[src/hdl/bts_pkg.sv]
// shared types and codes for the byte table binary search unit
`timescale 1ns / 1ps

package bts_pkg;

  // request operation codes
  localparam logic OP_WRITE  = 1'b0;
  localparam logic OP_SEARCH = 1'b1;

  // one search result
  typedef struct packed {
    logic       found;
    logic [7:0] position;
  } result_t;

endpackage

[src/hdl/bts_ram.sv]
// byte table storage, one write port and one registered read port
`timescale 1ns / 1ps

module bts_ram #(
  parameter int TABLE_DEPTH = 256,
  parameter int AW = 8
) (
  input  logic          clk,
  input  logic          we,
  input  logic [AW-1:0] waddr,
  input  logic [7:0]    wdata,
  input  logic          re,
  input  logic [AW-1:0] raddr,
  output logic [7:0]    rdata
);

  logic [7:0] mem [TABLE_DEPTH];

  always_ff @(posedge clk) begin
    if (we) begin
      mem[waddr] <= wdata;
    end
  end

  always_ff @(posedge clk) begin
    if (re) begin
      rdata <= mem[raddr];
    end
  end

endmodule

[src/hdl/bts_search.sv]
// request handling and binary search sequencer over the table memory
`timescale 1ns / 1ps

module bts_search
  import bts_pkg::*;
#(
  parameter int TABLE_DEPTH = 256,
  parameter int AW = 8,
  parameter int CW = 9
) (
  input  logic          clk,
  input  logic          rst,
  input  logic          in_valid,
  output logic          in_ready,
  input  logic          operation,
  input  logic [7:0]    entry_index,
  input  logic [7:0]    byte_value,
  input  logic [CW-1:0] count,
  output logic          mem_we,
  output logic [AW-1:0] mem_waddr,
  output logic [7:0]    mem_wdata,
  output logic          mem_re,
  output logic [AW-1:0] mem_raddr,
  input  logic [7:0]    mem_rdata,
  output logic          out_valid,
  input  logic          out_ready,
  output result_t       result
);

  localparam logic [1:0] ST_IDLE  = 2'd0;
  localparam logic [1:0] ST_PROBE = 2'd1;
  localparam logic [1:0] ST_CMP   = 2'd2;
  localparam logic [1:0] ST_DONE  = 2'd3;

  logic [1:0]    state;
  logic [1:0]    state_next;
  logic [CW-1:0] low;
  logic [CW-1:0] low_next;
  logic [CW-1:0] hi;          // one past the high bound
  logic [CW-1:0] hi_next;
  logic [7:0]    key;
  result_t       pending;
  result_t       pending_next;
  logic [CW-1:0] mid;
  logic [CW-1:0] mid_inc;
  logic          accept;
  logic          slot_free;

  assign in_ready  = (state == ST_IDLE);
  assign accept    = in_valid && in_ready;
  assign slot_free = !out_valid || out_ready;

  assign mid     = low + ((hi - low - CW'(1)) >> 1);
  assign mid_inc = mid + CW'(1);

  // writes go straight to the table, out of range indexes dropped
  assign mem_we    = accept && (operation == OP_WRITE)
                     && (32'(entry_index) < 32'(TABLE_DEPTH));
  assign mem_waddr = AW'(entry_index);
  assign mem_wdata = byte_value;
  assign mem_re    = (state == ST_PROBE);
  assign mem_raddr = AW'(mid);

  always_comb begin
    state_next   = state;
    low_next     = low;
    hi_next      = hi;
    pending_next = pending;
    unique case (state)
      ST_IDLE: begin
        if (accept && (operation == OP_SEARCH)) begin
          low_next              = '0;
          hi_next               = count;
          pending_next.found    = 1'b0;
          pending_next.position = '0;
          state_next            = (count == '0) ? ST_DONE : ST_PROBE;
        end
      end
      ST_PROBE: begin
        state_next = ST_CMP;
      end
      ST_CMP: begin
        priority if (mem_rdata == key) begin
          pending_next.found    = 1'b1;
          pending_next.position = 8'(mid);
          state_next            = ST_DONE;
        end else if (mem_rdata < key) begin
          low_next   = mid_inc;
          state_next = (mid_inc >= hi) ? ST_DONE : ST_PROBE;
        end else begin
          hi_next    = mid;
          state_next = (mid <= low) ? ST_DONE : ST_PROBE;
        end
      end
      ST_DONE: begin
        if (slot_free) begin
          state_next = ST_IDLE;
        end
      end
      default: state_next = ST_IDLE;
    endcase
  end

  always_ff @(posedge clk) begin
    if (rst) begin
      state     <= ST_IDLE;
      out_valid <= 1'b0;
    end else begin
      state <= state_next;
      if ((state == ST_DONE) && slot_free) begin
        out_valid <= 1'b1;
      end else if (out_ready) begin
        out_valid <= 1'b0;
      end
    end
  end

  always_ff @(posedge clk) begin
    low     <= low_next;
    hi      <= hi_next;
    pending <= pending_next;
    if (accept) begin
      key <= byte_value;
    end
    if ((state == ST_DONE) && slot_free) begin
      result <= pending;
    end
  end

endmodule

[src/hdl/byte_table_binary_search_unit.sv]
// top level of the byte table binary search unit
`timescale 1ns / 1ps

// Holds a table of TABLE_DEPTH byte entries, kept sorted ascending by the
// user, in one synchronous memory. A write request (operation 0) stores
// byte_value at entry_index and gives no result; an index at or above
// TABLE_DEPTH is dropped. A search request (operation 1) looks up byte_value
// among entries 0 to entry_count-1 (entry_count is clamped to TABLE_DEPTH,
// zero gives an empty search) and returns one result: found and the matching
// position, or found clear with position 0. Each probe reads the table
// through its registered read port and then compares and narrows the
// bounds; a search makes up to ceil(log2(count+1)) probes and then posts the
// result from its done state. One request is in work at a time, so table
// writes and search reads never overlap. A finished result waits in the
// output register while the next request is accepted; a search that ends
// while that register is still full holds until it is taken. Entries read by
// a search must have been written since reset; there is no clearing pass.
// entry_count resets to 1 and is written through cfg_write/cfg_data; it must
// be written only while the unit is idle, which the unit does not enforce.

module byte_table_binary_search_unit
  import bts_pkg::*;
#(
  parameter int TABLE_DEPTH = 256
) (
  input  logic       clk,
  input  logic       rst,
  input  logic       in_valid,
  output logic       in_ready,
  input  logic       operation,
  input  logic [7:0] entry_index,
  input  logic [7:0] byte_value,
  output logic       out_valid,
  input  logic       out_ready,
  output logic       found,
  output logic [7:0] position,
  input  logic       cfg_write,
  input  logic [8:0] cfg_data
);

  // table address width and width of a bound that can hold the depth itself
  localparam int AW = (TABLE_DEPTH > 1) ? $clog2(TABLE_DEPTH) : 1;
  localparam int CW = $clog2(TABLE_DEPTH + 1);

  logic [8:0]    entry_count;
  logic [CW-1:0] count_eff;
  logic          mem_we;
  logic [AW-1:0] mem_waddr;
  logic [7:0]    mem_wdata;
  logic          mem_re;
  logic [AW-1:0] mem_raddr;
  logic [7:0]    mem_rdata;
  result_t       result;

  // entry count register
  always_ff @(posedge clk) begin
    if (rst) begin
      entry_count <= 9'd1;
    end else if (cfg_write) begin
      entry_count <= cfg_data;
    end
  end

  // clamp the count to the table depth
  always_comb begin
    if (32'(entry_count) > 32'(TABLE_DEPTH)) begin
      count_eff = CW'(TABLE_DEPTH);
    end else begin
      count_eff = CW'(entry_count);
    end
  end

  // sequencer: request handshake, bounds, compare, result register
  bts_search #(
    .TABLE_DEPTH (TABLE_DEPTH),
    .AW          (AW),
    .CW          (CW)
  ) u_search (
    .clk         (clk),
    .rst         (rst),
    .in_valid    (in_valid),
    .in_ready    (in_ready),
    .operation   (operation),
    .entry_index (entry_index),
    .byte_value  (byte_value),
    .count       (count_eff),
    .mem_we      (mem_we),
    .mem_waddr   (mem_waddr),
    .mem_wdata   (mem_wdata),
    .mem_re      (mem_re),
    .mem_raddr   (mem_raddr),
    .mem_rdata   (mem_rdata),
    .out_valid   (out_valid),
    .out_ready   (out_ready),
    .result      (result)
  );

  // table storage
  bts_ram #(
    .TABLE_DEPTH (TABLE_DEPTH),
    .AW          (AW)
  ) u_ram (
    .clk   (clk),
    .we    (mem_we),
    .waddr (mem_waddr),
    .wdata (mem_wdata),
    .re    (mem_re),
    .raddr (mem_raddr),
    .rdata (mem_rdata)
  );

  // result fields out to the ports
  assign found    = result.found;
  assign position = result.position;

endmodule

[config.mk]
export PLATFORM = sky130hd
export DESIGN_NAME = byte_table_binary_search_unit
export DESIGN_NICKNAME = d
export VERILOG_FILES = /design/src/hdl/bts_pkg.sv /design/src/hdl/bts_ram.sv /design/src/hdl/bts_search.sv /design/src/hdl/byte_table_binary_search_unit.sv
export SDC_FILE = /design/constraint.sdc
export NUM_CORES = 2
export LEC_CHECK = 0
export ABC_AREA = 0
export ABC_CLOCK_PERIOD_IN_PS = 4400
export BUFFER_PORTS_ARGS = -buffer_cell sky130_fd_sc_hd__buf_2
export CORE_ASPECT_RATIO = 1.25
export CORE_UTILIZATION = 57
export DETAILED_ROUTE_END_ITERATION = 8
export PLACE_DENSITY = 0.77
export SLEW_MARGIN = 20
export SYNTH_ARGS = -nofsm -noshare
export SYNTH_HDL_FRONTEND = slang
export SYNTH_SLANG_ARGS = --single-unit
[constraint.sdc]
create_clock -name clk -period 4.4 [get_ports clk]
set_input_delay 0.44 -clock clk [delete_from_list [all_inputs] [get_ports clk]]
set_output_delay 0.44 -clock clk [all_outputs]
set_load 0.05 [all_outputs]
# Word-level counts from Yosys, hierarchy flattened

Memories as Yosys holds them, arrays and structs flattened. A register that Yosys moved wholly into a read port is not among the register bits.
Index checks and enable logic that the tools add are counted.

Bits in read-only memories: 0
Logic and storage cells: 67
Bits in writable memories: 2048
Memories: 1
Bits in latches: 0
Bits in registers: 56
Output and inout bits: 11
Input bits: 31

Memories:

| memory    | words | bits a word | rd ports | clocked after Yosys merged registers in | write ports | line          | source |
|---|---|---|---|---|---|---|---|
| u_ram.mem | 256   | 8           | 1        | 1                                       | 1           | bts_ram.sv:17 | `logic [7:0] mem [TABLE_DEPTH];` |

Equality and inequality tests: 10
Bitwise operators: 1
Magnitude comparators: 4
$mul: 0
Divide/modulo/power cells: 0
Reductions and logical operators: 14
Muxes and demuxes: 23
Shift operators: 0
Add/sub/neg operators: 4

Operator list:

| operator                                                            | count |
|---|---|
| 9-bit 2-to-1 mux                                                    | 8 |
| 9-bit one-hot mux with 2 select lines                               | 3 |
| 2-bit 2-to-1 mux                                                    | 7 |
| 9-bit by 1-bit adder with 9-bit output (second input constant)      | 1 |
| 9-bit by 8-bit adder with 9-bit output                              | 1 |
| 9-bit greater-or-equal comparator                                   | 1 |
| 9-bit > comparator (second input constant)                          | 1 |
| 9-bit <= comparator                                                 | 1 |
| 9-bit zero test                                                     | 1 |
| 9-bit by 1-bit subtractor with 9-bit output (second input constant) | 1 |
| 9-bit subtractor                                                    | 1 |
| 8-bit == test                                                       | 1 |
| 8-bit less-than comparator                                          | 1 |
| 2-bit one-hot mux with 4 select lines                               | 1 |
| 4-bit AND reduction                                                 | 2 |
| 2-bit by 1-bit != test with 1-bit output (second input constant)    | 3 |
| 2-bit != test (second input constant)                               | 3 |
| 2-bit == test (second input constant)                               | 2 |
| 1-bit logical AND                                                   | 4 |
| 1-bit 2-to-1 mux                                                    | 4 |
| 2-bit nonzero test                                                  | 2 |
| 3-bit AND reduction                                                 | 1 |
| 2-bit by 1-bit == test with 1-bit output (second input constant)    | 1 |
| 2-bit zero test                                                     | 1 |
| other kinds (4)                                                     | 4 |

# Longest topological paths before layout

Depth after elaboration: 9
Mapped depth: 24
Gate-level depth less buffers: 23

# Hierarchy

A second synthesis with hierarchy kept.

Cells, all modules: 4102
Area total of the unflattened synthesis: 83386.2 um^2

Modules (own cells, without submodules):

| module                        | sequential area each (um^2) | times used | area an instance (um^2) | cells an instance |
|---|---|---|---|---|
| bts_ram                       | 61739.2                     | 1          | 79636.4                 | 3733 |
| bts_search                    | 1381.3                      | 1          | 3372.0                  | 331 |
| byte_table_binary_search_unit | 180.2                       | 1          | 377.9                   | 38 |

# Least setup slack after synthesis

OpenSTA, ideal clock, no wires.

Path kind: reg-to-reg
Start point: register u_search.low[0]
End point: register u_search.state[1]
Data arrival time: 4.013 ns
Buffers on the path: 4
Data required time: 4.280 ns
Clock period less this slack: 4.133 ns
Cell stages (with the launch flop): 18
Library setup time: 0.120 ns
Path slack: 0.267 ns
Cells stage by stage: edfxtp_1 -> nor2b_1 -> fa_1 -> ha_1 -> fa_1 -> buf_4 -> buf_4 -> buf_2 -> buf_1 -> and3_1 -> nand3_1 -> xnor2_1 -> ha_1 -> a21oi_1 -> a21boi_0 -> o221ai_1 -> a21oi_1 -> o31a_1

Cells in the longest elaborated chain, start to end: 9
Elaborated cells between the ends (all ways): 11
Classes of those cells: 4 x add/sub; 2 x order compare; 5 x mux

RTL lines:

| item                                        | line                                | source |
|---|---|---|
| from (decl)                                 | bts_search.sv:37                    | `logic [CW-1:0] low;` |
| from (signal assigned)                      | bts_search.sv:119                   | `low <= low_next;` |
| 9-bit subtractor                            | bts_search.sv:53                    | `assign mid = low + ((hi - low - CW'(1)) >> 1);` |
| 9-bit by 1-bit subtractor with 9-bit output | bts_search.sv:53                    |  |
| 9-bit by 8-bit adder with 9-bit output (*)  | bts_search.sv:53                    |  |
| named net mem_raddr[1]                      | byte_table_binary_search_unit.sv:51 | `logic [AW-1:0] mem_raddr;` |
| 9-bit by 1-bit adder with 9-bit output (*)  | bts_search.sv:54                    | `assign mid_inc = mid + CW'(1);` |
| named net u_search.mid_inc[5]               | bts_search.sv:45                    | `logic [CW-1:0] mid_inc;` |
| 9-bit greater-or-equal comparator (*)       | bts_search.sv:89                    | `state_next = (mid_inc >= hi) ? ST_DONE : ST_PROBE;` |
| 2-bit 2-to-1 mux (*)                        | bts_search.sv:89                    |  |
| 2-bit 2-to-1 mux (*)                        | bts_search.sv:87                    | `end else if (mem_rdata < key) begin` |
| 2-bit 2-to-1 mux (*)                        | bts_search.sv:83                    | `priority if (mem_rdata == key) begin` |
| 2-bit one-hot mux with 4 select lines (*)   | bts_search.sv:69                    | `unique case (state)` |
| to (signal assigned)                        | bts_search.sv:109                   | `state <= state_next;` |
| to (decl)                                   | bts_search.sv:35                    | `logic [1:0] state;` |

The timed path passes the listed nets; every way through them passes the cells marked *.
A chain may end at the register's enable or synchronous reset.

# Final worst setup path

Start point: register u_search.low[0]
End point: register u_ram.rdata[5], read port of u_ram.mem (data pin)

Cells in the longest elaborated chain, start to end: 3

RTL lines:

| item                                        | line                                | source |
|---|---|---|
| 9-bit subtractor                            | bts_search.sv:53                    |  |
| 9-bit by 1-bit subtractor with 9-bit output | bts_search.sv:53                    |  |
| 9-bit by 8-bit adder with 9-bit output (*)  | bts_search.sv:53                    |  |
| named net mem_raddr[1]                      | byte_table_binary_search_unit.sv:51 |  |
| to (decl)                                   | bts_ram.sv:14                       | `output logic [7:0] rdata` |

Marks and branches as above.

==> impl.org <==
** Synthesis
- For this run, the number of Yosys warnings is 0.
- By area the synthesized netlist is led by sky130_fd_sc_hd__edfxtp_1, sky130_fd_sc_hd__mux4_2, sky130_fd_sc_hd__nor2_1.
- Synthesis produced a netlist with a net count of 4025.
- Portion of synthesized cell area occupied by the leading cell type :: 75.6%
- Number of enable-type register cells in the synthesized netlist :: 2100
- Sequential cells were found to cover 75.9% of the synthesized design area.
- Total of flip-flops plus latches after synthesis :: 2112
- The most used flip-flop cell after synthesis is sky130_fd_sc_hd__edfxtp_1.
- FFs w/ async S/R, synth :: 0%
- Cell type with the highest aggregate area in the netlist :: sky130_fd_sc_hd__edfxtp_1
- Post-synth cell types :: 57
- Post-Syn Area per Cell :: 21.1 um^2
- Synthesis produced a netlist whose cell count is 3952.
- Syn Std Cell Area :: 0.0834 mm^2

** Timing
- Count of endpoints failing setup in the final report :: 7
- Worst-Margin Slew :: 1220 ps
- The final count of hold timing violations was 0.
- Clock tree skew after final layout :: 16.1 ps
- Final worst-path setup slack :: -86.0 ps
- Based on the critical path, the design can be clocked at up to 223 MHz.
- Total count of max-transition violations in the final report :: 0
- Final critical delay including setup and external delays :: 4490 ps
- RSZ-0062 raised after global routing :: yes
- Share of the cycle needed by the critical path after routing :: 102%
- In this run the tightest slew margin relative to its limit is 18.8%.

** Route
- Routed Antenna Nets :: 0
- Aggregate routed wire length :: 212000 um
- After detailed routing, the number of remaining DRC violations is 0.
- Number of DRC markers after the initial detailed-route iteration :: 6161
- DR WL/cell :: 33.0 um
- Drt first pass iters :: 5
- Drt via density :: 6.76
- Via count of the routed design :: 43400

** Hold path
- Type of the tightest min-delay check :: input pin to flop

** Critical path
- STA classifies the critical path endpoint as a flop.
- At the worst endpoint, the required time is 4990 ps.
- CP max FO :: 26
- Kind of critical path :: flop to flop
- Data arrival time of the worst path :: 5080 ps
- Critical Path Source Type :: flop

** Global routing
- The number of global-route vias before repair is 43600.
- Entering global routing, the biggest net connects 141 pins.
- The first global-routing pass estimated 299000 um of wire.
- Number of antenna violations at the first check in global routing :: 9
- Overflow after GRT :: 0
- Global-route usage over all layers :: 28.3%

** Die
- Effective utilization at floorplan :: 57.6%
- Number of top-level pins :: 42
- The initialized floorplan defines 156 standard-cell rows.
- The die covers 0.148 mm^2.
- Overall die height :: 430 um
- Core area :: 0.145 mm^2
- The die is 344 um wide.

** Clocking
- The H-tree generated during clock tree synthesis spans 4 levels.
- Clock tree from TritonCTS :: yes
- TritonCTS created 184 clock buffers.
- The cell sitting at the root of the clock tree is a sky130_fd_sc_hd__clkbuf_16.
- Clock transition at the registers of the reported paths :: 70 ps
- Buffers from clock root to sink, at most :: 3
- Sink count of the clock tree :: 2112
- Clock latency on the worst-skew pair, taken at its later pin, is 840 ps.

** Finish
- In the final layout, the share of cells above drive strength 1 is 32.1%.
- Synth-to-layout area growth :: 15.7%
- After filler insertion, the fill cell instance count of the layout stands at 8450.
- In the final design database the tool counted 4442 nets.

** Place
- During placement, the flow inserted port buffers numbering 41.
- Once detailed placement completed, the half-perimeter wirelength came to 120000 um.
- Timing analysis after detailed placement gives a worst setup slack of -535 ps.
- The congestion estimate from routability-driven global placement came to 0.896.

** Run
- Max-cap violations :: 0

** Outcome
- Failing checks :: setup timing
- The flow ran to the end, but the final reports show violations.
==> synth_stat cells (all sizes together), types with 4 or more instances <==
| master | number |
|---|---|
| nand3 | 17 |
| ha | 40 |
| nand2 | 138 |
| o21ai | 78 |
| clkbuf | 83 |
| inv | 37 |
| xnor2 | 14 |
| edfxtp | 2100 |
| o21a | 8 |
| nor2b | 15 |
| buf | 144 |
| o21bai | 4 |
| dfxtp | 12 |
| and3 | 76 |
| nor2 | 301 |
| a32oi | 73 |
| and2 | 10 |
| a211oi | 66 |
| mux2i | 89 |
| a21o | 11 |
| a21oi | 17 |
| a22oi | 15 |
| mux4 | 544 |
| nand4 | 22 |
==> metrics by stage <==
stage	TNS [ps]	hold WS, ps	utilization [%]	instances	cell area [um^2]
2_1_floorplan	0	400	-	3952	83400
3_3_place_gp	-1820	407	60.8	5997	88000
3_5_place_dp	-2390	408	60.8	5997	88000
4_1_cts	-214	30.8	65.6	6376	95000
5_1_grt	-828	118	66.6	6423	96400
6_report	-268	129	66.6	6427	96400
==> worst paths after layout <==
path	slack, ps	to	cells after the start	start
max	-90	u_ram.rdata[5]$_DFFE_PP_	15	u_search.low[0]$_SDFFCE_PN0P_
min	130	u_search.state[1]$_SDFFE_PP0P_	3	rst
max reg2reg	-90	u_ram.rdata[5]$_DFFE_PP_	15	u_search.low[0]$_SDFFCE_PN0P_
min reg2reg	420	u_search.result[4]$_DFFE_PP_	0	u_search.pending[4]$_SDFFCE_PN0P_
==> layout by cell type, fill, tap and decap left out, types with 10 or more instances in the layout <==
master	synthesis	final
sky130_fd_sc_hd__a211oi_1	64	11
sky130_fd_sc_hd__a211oi_2	2	51
sky130_fd_sc_hd__a21o_1	11	11
sky130_fd_sc_hd__a32oi_1	73	54
sky130_fd_sc_hd__a32oi_4	0	12
sky130_fd_sc_hd__and2_1	10	10
sky130_fd_sc_hd__and3_1	76	55
sky130_fd_sc_hd__and3_4	0	20
sky130_fd_sc_hd__buf_12	0	68
sky130_fd_sc_hd__buf_16	0	11
sky130_fd_sc_hd__buf_2	55	33
sky130_fd_sc_hd__buf_4	50	295
sky130_fd_sc_hd__bufinv_16	0	18
sky130_fd_sc_hd__clkbuf_1	83	36
sky130_fd_sc_hd__clkbuf_16	0	192
sky130_fd_sc_hd__clkbuf_8	0	10
sky130_fd_sc_hd__clkinv_1	0	36
sky130_fd_sc_hd__clkinv_2	1	45
sky130_fd_sc_hd__dfxtp_1	12	12
sky130_fd_sc_hd__dlygate4sd3_1	0	23
sky130_fd_sc_hd__edfxtp_1	2100	2100
sky130_fd_sc_hd__ha_1	40	35
sky130_fd_sc_hd__inv_1	34	32
sky130_fd_sc_hd__mux2i_1	89	79
sky130_fd_sc_hd__mux4_2	544	544
sky130_fd_sc_hd__nand2_1	138	129
sky130_fd_sc_hd__nand3_1	17	10
sky130_fd_sc_hd__nand4_1	22	22
sky130_fd_sc_hd__nor2_1	300	297
sky130_fd_sc_hd__nor2b_1	15	14
sky130_fd_sc_hd__o21ai_0	63	15
sky130_fd_sc_hd__o21ai_1	15	35
sky130_fd_sc_hd__o21ai_2	0	19
sky130_fd_sc_hd__xnor2_1	14	10
==> cell type report <==
cell class              count  area [um^2]  area share [%]
well taps                1896         2370            2.46
inverters                  38          155           0.161
multi-input cells        1575        19800            20.5
diodes                      5         12.5          0.0130
flip-flops and latches   2112        63300            65.7
clock inverters           121         1270            1.32
repair buffers            458         4770            4.95
clock buffers             222         4770            4.94
==> state kept, by name, indices dropped and copies added, names as in the netlist <==
name and count:
u_search.state 2, u_search.result 9, u_ram.mem 2048, u_search.key 8, u_search.low 9, u_search.out_valid 1, u_ram.rdata 8, u_search.hi 9
u_search.pending 9, entry_count 9
==> timing repair <==
action                                  in CTS  in global routing
gates cloned                                 6                  8
hold buffers                                23                  0
endpoints found under the hold margin       11                  0
setup buffers                                8                 44
endpoints found under the setup margin       9                  9
gates resized for setup                    108                199
pin swaps                                    9                 86
==> metal layers <==
layer / up-vias / global-route usage (%) / share of wire (%)
met4: 12 / 13.3 / 5.3
li1: 17300 / - / -
met2: 3076 / 45.6 / 50
met3: 642 / 6.27 / 11
met5: - / 0 / 0.052
met1: 22400 / 36.9 / 34
==> critical path, stage by stage, from the launching register on <==
cell and delay, ps:
sky130_fd_sc_hd__edfxtp_1 450, sky130_fd_sc_hd__nor2b_4 160, sky130_fd_sc_hd__fa_2 480, sky130_fd_sc_hd__ha_4 190
sky130_fd_sc_hd__fa_4 850, sky130_fd_sc_hd__buf_8 140, sky130_fd_sc_hd__buf_12 120, sky130_fd_sc_hd__buf_12 100
sky130_fd_sc_hd__buf_16 180, sky130_fd_sc_hd__mux4_2 350, sky130_fd_sc_hd__mux2i_1 380, sky130_fd_sc_hd__a32oi_2 130
sky130_fd_sc_hd__nand4_1 210, sky130_fd_sc_hd__a22oi_1 130, sky130_fd_sc_hd__buf_4 180, sky130_fd_sc_hd__and3_4 160
==> kinds of logic (layout without fill, tap and decap cells) <==
kind of cell | count (synthesis) | count (layout) | synth area share (%)
AOI/OAI and AO/OA | 286 | 286 | 2.48
buffers and inverters | 265 | 839 | 1.80
other | 0 | 5 | 0
xor gates and xnor gates | 17 | 17 | 0.179
and+or+nand+nor | 597 | 597 | 3.20
muxes | 633 | 633 | 15.8
adders and majority gates | 42 | 42 | 0.648
DFF | 2112 | 2112 | 75.9
Power is left out: the tool's default activity adds up to more than one toggle a clock period on the data nets, which glitch-free logic cannot reach.
